## src/hdl/rbst_pkg.sv

```systemverilog
// Shared constants and types for the ray versus box slab test pipeline.
// No dependencies; every other file in hdl/ refers to this package by scoped names.
package rbst_pkg;

  // Default coordinate width and the fixed width of every field on the ports.
  localparam int unsigned CoordWidthDef = 32;
  localparam int unsigned FieldWidth    = 32;
  localparam int unsigned NumAxes       = 3;
  localparam int unsigned NumFields     = 2 * NumAxes;
  localparam int unsigned CfgAddrWidth  = 3;
  localparam int unsigned OutDataWidth  = 8;

  // Configuration register indexes.
  typedef enum logic [CfgAddrWidth-1:0] {
    RegOriginX  = 3'd0,
    RegOriginY  = 3'd1,
    RegOriginZ  = 3'd2,
    RegThroughX = 3'd3,
    RegThroughY = 3'd4,
    RegThroughZ = 3'd5
  } cfg_reg_e;

  // Ordered axis pairs (near axis, far axis) with distinct axes. The far
  // value of one axis must reach the near value of every other axis.
  localparam int unsigned NumPairs = NumAxes * (NumAxes - 1);
  localparam int unsigned PairNear [NumPairs] = '{0, 0, 1, 1, 2, 2};
  localparam int unsigned PairFar  [NumPairs] = '{1, 2, 0, 2, 0, 1};

  // Per-axis status carried down the pipeline.
  typedef struct packed {
    logic [NumAxes-1:0] dir_zero;  // ray direction is zero on this axis
    logic [NumAxes-1:0] axis_ok;   // single-axis checks passed
  } axis_flags_t;

endpackage

```

## src/hdl/rbst_prep.sv

```systemverilog
// First pipeline stage: direction, slab distances and per-axis checks.
// Depends on rbst_pkg.
module rbst_prep #(
  parameter int unsigned COORD_WIDTH = rbst_pkg::CoordWidthDef
) (
  input  logic                                             clk_i,
  input  logic                                             rst_ni,
  input  logic                                             valid_i,
  output logic                                             ready_o,
  input  logic [rbst_pkg::NumAxes-1:0][COORD_WIDTH-1:0]    box_lo_i,
  input  logic [rbst_pkg::NumAxes-1:0][COORD_WIDTH-1:0]    box_hi_i,
  input  logic [rbst_pkg::NumAxes-1:0][COORD_WIDTH-1:0]    origin_i,
  input  logic [rbst_pkg::NumAxes-1:0][COORD_WIDTH-1:0]    through_i,
  output logic                                             valid_o,
  input  logic                                             ready_i,
  output logic [rbst_pkg::NumAxes-1:0][COORD_WIDTH:0]      near_o,
  output logic [rbst_pkg::NumAxes-1:0][COORD_WIDTH:0]      far_o,
  output logic [rbst_pkg::NumAxes-1:0][COORD_WIDTH-1:0]    den_o,
  output rbst_pkg::axis_flags_t                            flags_o
);

  logic [rbst_pkg::NumAxes-1:0][COORD_WIDTH:0]   near_d, far_d;
  logic [rbst_pkg::NumAxes-1:0][COORD_WIDTH-1:0] den_d;
  rbst_pkg::axis_flags_t                         flags_d;
  logic                                          valid_q;
  logic [rbst_pkg::NumAxes-1:0][COORD_WIDTH:0]   near_q, far_q;
  logic [rbst_pkg::NumAxes-1:0][COORD_WIDTH-1:0] den_q;
  rbst_pkg::axis_flags_t                         flags_q;

  for (genvar a = 0; a < rbst_pkg::NumAxes; a++) begin : g_axis
    logic signed [COORD_WIDTH:0] org, thr, lo, hi;
    logic signed [COORD_WIDTH:0] dir, dir_mag;
    logic                        dir_neg;

    assign org = {origin_i[a][COORD_WIDTH-1], origin_i[a]};
    assign thr = {through_i[a][COORD_WIDTH-1], through_i[a]};
    assign lo  = {box_lo_i[a][COORD_WIDTH-1], box_lo_i[a]};
    assign hi  = {box_hi_i[a][COORD_WIDTH-1], box_hi_i[a]};

    // The difference of two coordinates always fits one extra bit.
    assign dir     = thr - org;
    assign dir_neg = dir[COORD_WIDTH];
    assign dir_mag = dir_neg ? -dir : dir;

    // A negative direction swaps the slab planes and flips the numerators.
    assign near_d[a] = dir_neg ? (org - hi) : (lo - org);
    assign far_d[a]  = dir_neg ? (org - lo) : (hi - org);
    assign den_d[a]  = dir_mag[COORD_WIDTH-1:0];

    assign flags_d.dir_zero[a] = (dir == '0);
    // With a zero direction the origin must sit inside the slab. Otherwise the
    // box must not be inverted and the far plane must not lie behind the origin.
    assign flags_d.axis_ok[a]  = (dir == '0) ? ((lo <= org) && (org <= hi))
                                            : ((lo <= hi) && !far_d[a][COORD_WIDTH]);
  end

  assign ready_o = !valid_q || ready_i;

  always_ff @(posedge clk_i or negedge rst_ni) begin
    if (!rst_ni) begin
      valid_q <= 1'b0;
    end else if (ready_o) begin
      valid_q <= valid_i;
    end
  end

  always_ff @(posedge clk_i) begin
    if (ready_o && valid_i) begin
      near_q  <= near_d;
      far_q   <= far_d;
      den_q   <= den_d;
      flags_q <= flags_d;
    end
  end

  assign valid_o = valid_q;
  assign near_o  = near_q;
  assign far_o   = far_q;
  assign den_o   = den_q;
  assign flags_o = flags_q;

endmodule

```

## config.mk

```make
export PLATFORM = sky130hd
export DESIGN_NAME = rbst_prep
export DESIGN_NICKNAME = d
export VERILOG_FILES = /design/src/hdl/rbst_pkg.sv /design/src/hdl/rbst_prep.sv
export SDC_FILE = /design/constraint.sdc
export NUM_CORES = 2
export LEC_CHECK = 0
export CAP_MARGIN = 0
export CORE_AREA = 2 2 272 274
export CTS_CLUSTER_DIAMETER = 80
export DETAILED_ROUTE_END_ITERATION = 7
export DIE_AREA = 0 0 274 276
export DONT_BUFFER_PORTS = 1
export GPL_ROUTABILITY_DRIVEN = 0
export PLACE_DENSITY = 0.77
export SYNTH_ARGS = -nofsm -noshare
export SYNTH_HDL_FRONTEND = slang
export SYNTH_SLANG_ARGS = --single-unit
```

## constraint.sdc

```tcl
create_clock -name clk_i -period 16.6 [get_ports clk_i]
set_clock_uncertainty 0.05 [all_clocks]
set_input_delay 1.66 -clock clk_i [delete_from_list [all_inputs] [get_ports clk_i]]
set_output_delay 1.66 -clock clk_i [all_outputs]
set_load 0.02 [all_outputs]
```

==> results.txt <==
* Status: finished, violations left
* Failing checks: DRC
- Area of the die: 75620 um2
- The floorplan step set the die height to 276 um.
- Together, buffers and inverters on the worst path number 2.
* Proportion of synthesized flip-flops having asynchronous set or reset: 0.3322%
- Number of instances in the synthesized netlist: 5129
* IO Port Bufs: 0
- GRT Resource Usage Total: 36.82%
- The routed layout has 39260 vias.
- The number of hold violations in the final report was 0.
* Worst hold path type: primary input to async pin
- Number of enable flip-flop cells after synthesis: 300
- Derived from the worst setup path, the maximum achievable clock frequency is 0.1592 GHz.
- Clock latency on the worst-skew pair, taken at its later pin, is 570 ps.
- Dividing the final minimum period by the clock period gives 37.85%.
* Arrival time worst endpoint: 6560 ps
- At the placement stage, the worst setup path has a slack of 9893 ps.
* Post-detailed-route wirelength per cell: 24.76 um
- The number of global-route vias before repair came to 36200.
* Post-detailed-placement half-perimeter wirelength: 119.4 mm
- Max-cap violations in this run came to 0.
- For the final routed database, the setup TNS stands at 0 ps.
- Hold bufs inserted after CTS: 0
- Delay of the slowest cell on the worst path: 1030 ps
- Measured in cells, the most critical reg-to-reg path has a length of 4.
- Drc violations: 2
- Setup crit end kind: flop
- Width of the die: 274 um
* Top-level port count: 690
* Unrepaired setup endpoints after global routing: false
- Summed over all layers, the routed wires come to 147.1 mm.
* Number of routed nets with antenna violations: 0
- For this run, the leading register cell type out of synthesis is sky130_fd_sc_hd__edfxtp_1.
- Walking the worst path, the cells encountered are inv_1 -> ha_1 -> fa_1 -> nand2b_1 -> a21oi_1 -> o221ai_1 -> o31ai_1 -> a21oi_1 -> o21ai_1 -> a22oi_1 -> a31oi_4 -> buf_4 -> mux2_2 -> a21oi_1 -> mux2_2.
* Mapped Nets: 6118
* CTS root buffer: sky130_fd_sc_hd__clkbuf_16
- Cell area after technology mapping: 41310 um2
- The kind of cell with the highest combined delay along the critical path is compound AO/OA/AOI/OAI gates.
- At the pin with the least slew margin, the transition time is 1263 ps.
* Number of nets in the layout: 5932
- The worst setup path is launched from a primary input.
- The longest clock path from root to sink contains 3 buffers.
* Starting density of the core: 56.91%
* Clk pin slew, worst setup/hold paths: 60 ps
- PD cells: 85.77 nW/um2
- Tightest slew margin relative to the limit: 15.81%
* Total congestion overflow after global routing: 0
* Number of warning messages in the yosys log: 0
* Growth of design area from synthesis to finish: 4.571%
- Worst VDD drop: 0.08194 mV
- In the post-route analysis, the smallest setup slack over all paths is 10320 ps.
- H-Tree Depth: 2
- The initial antenna violation count is 8.
- Crit path kind: primary input to flop
- Post-CTS setup repair buffer count: 0
- Clock tree from TritonCTS: done
- Sequential fraction of the synthesis area: 21.87%
* Slew Limit Fails: 0
- Req. time, crit path: 16870 ps
- For this design the static power due to leakage is 0.01943 uW.
- The cell that appears most often on the critical path is sky130_fd_sc_hd__a21oi_1.
- Wire length of the first global-routing pass: 216.1 mm
- Setup violations remaining at the end of the flow were counted as 0.
- Count of different cell masters after synthesis: 93
* Capturing point of the worst reg2reg path: den_o[7]
- Share of post-route cells with drive strength above 1: 3.175%
- The startpoint identified for the worst register-to-register timing path is valid_o.
* Avg Synthesized Cell Area: 8.053 um2
- TritonCTS created 42 clock buffers.
* Resized cells post-CTS: 0
- In the routed layout, each cell is associated on average with a via count of 6.608.
- The clock net in this run drives a total of 301 sinks.
- Number of optimization iterations in the first detailed-route pass: 8
- The largest individual stage delay along the critical path comes from the cell sky130_fd_sc_hd__a31oi_4.
- After floorplanning, the core was divided into 99 placement rows.
* Total Power: 3705 uW
- FF-to-FF setup slack: 13320 ps
* Maximum number of pins on one net before global-route repair: 87
- Biggest fanout along the worst timing path: 47
- Count of routing violations after the opening detailed-route iteration: 4252
- Time the worst path needs with I/O delays and setup: 6283 ps
* Area of the placeable core: 72590 um2
- In this run, synthesis produced a sequential element count of 301.
stage by stage:
step                hold WS [ps]  cells  util [%]  area, um2
floorplan                  732.6   5129         -      41310
global placement           766.0   5858     57.47      41720
finish                     726.0   5941     59.51      43190
global route               697.7   5940     59.50      43190
CTS                        693.4   5935     59.49      43180
detailed placement         780.8   5858     57.47      41720
registers in the layout, summed over array words and instances, names as in the netlist:
register and cells:
den_o 96, far_o 99, flags_o 6, near_o 99, valid_o 1
cell usage in the layout (no fill, tap or decap), drive strengths merged, types with 45 or more instances in the layout:
master and n:
nand2 314, a31oi 55, xor2 184, nand4 88, nand3 77, nand2b 92
ha 586, o31ai 45, xnor2 295, a21o 281, o21ai 342, and3 45
o21bai 64, nor2b 82, nor3 66, a21oi 581, clkbuf 47, o21a 64
edfxtp 300, nor2 369, inv 416
logic make-up after synthesis:
kind of cell | count (synthesis) | synth area share (%)
AOI/OAI and AO/OA | 1729 | 26.50
DFF | 301 | 21.87
muxes | 42 | 1.045
adders and majority gates | 601 | 18.48
and+or+nand+nor | 1323 | 15.94
buffers and inverters | 654 | 5.989
xor gates and xnor gates | 479 | 10.17
power by group:
group,switching (uW),internal [uW]
registers,195,1020
logic,949,580
clock network,388,576
total,1530,2170
synthesized netlist by cell type (all sizes together) (12+ instances only):
| library cell | instances | area (um2) |
|---|---|---|
| a2111oi | 12 | 123.9 |
| a211o | 25 | 219.0 |
| a211oi | 43 | 327.8 |
| a21boi | 23 | 172.7 |
| a21o | 281 | 2111 |
| a21oi | 581 | 2908 |
| a221oi | 18 | 157.7 |
| a31o | 13 | 113.9 |
| a31oi | 55 | 344.1 |
| and2 | 34 | 212.7 |
| and3 | 45 | 281.5 |
| and4 | 16 | 140.1 |
| buf | 32 | 136.4 |
| clkbuf | 212 | 798.3 |
| edfxtp | 300 | 9009 |
| fa | 15 | 300.3 |
| ha | 586 | 7332 |
| inv | 409 | 1535 |
| mux2i | 33 | 330.3 |
| nand2 | 314 | 1179 |
| nand2b | 92 | 575.6 |
| nand3 | 77 | 385.4 |
| nand4 | 88 | 550.5 |
| nor2 | 369 | 1385 |
| nor2b | 82 | 513.0 |
| nor3 | 66 | 330.3 |
| nor4 | 29 | 181.4 |
| o211ai | 34 | 260.3 |
| o21a | 64 | 480.5 |
| o21ai | 342 | 1712 |
| o21bai | 64 | 484.2 |
| o31ai | 45 | 337.8 |
| o41ai | 14 | 148.9 |
| or2 | 26 | 162.7 |
| or3 | 31 | 193.9 |
| xnor2 | 295 | 2584 |
| xor2 | 184 | 1619 |
layout make-up:
class	instances	area, um2
Inverter	410	1539
Fill cell	6451	29390
Clock buffer	47	1091
Tap cell	959	1200
Timing Repair Buffer	14	105.1
Antenna cell	6	15.01
Multi-Input combinational cell	4174	29840
Sequential cell	301	9034
Clock inverter	30	372.9
worst max path at each step:
stage / start / endpoint / cells past startpoint
detailed placement: through_i[0] / flags_o[0] / 15
global route: through_i[0] / flags_o[0] / 15
finish: through_i[0] / flags_o[0] / 15
floorplan: ready_i / den_o[0] / 2
CTS: through_i[0] / flags_o[0] / 15
global placement: through_i[0] / flags_o[0] / 15
routing by layer:
metal	GRT usage, %	wire length [um]	vias up
met5	0	13	-
met4	22.76	11820	2
met3	12.02	18600	577
met2	57.38	63120	2398
met1	43.71	53540	18170
li1	-	-	18110
Note: power is estimated with default switching activity, not from simulation.
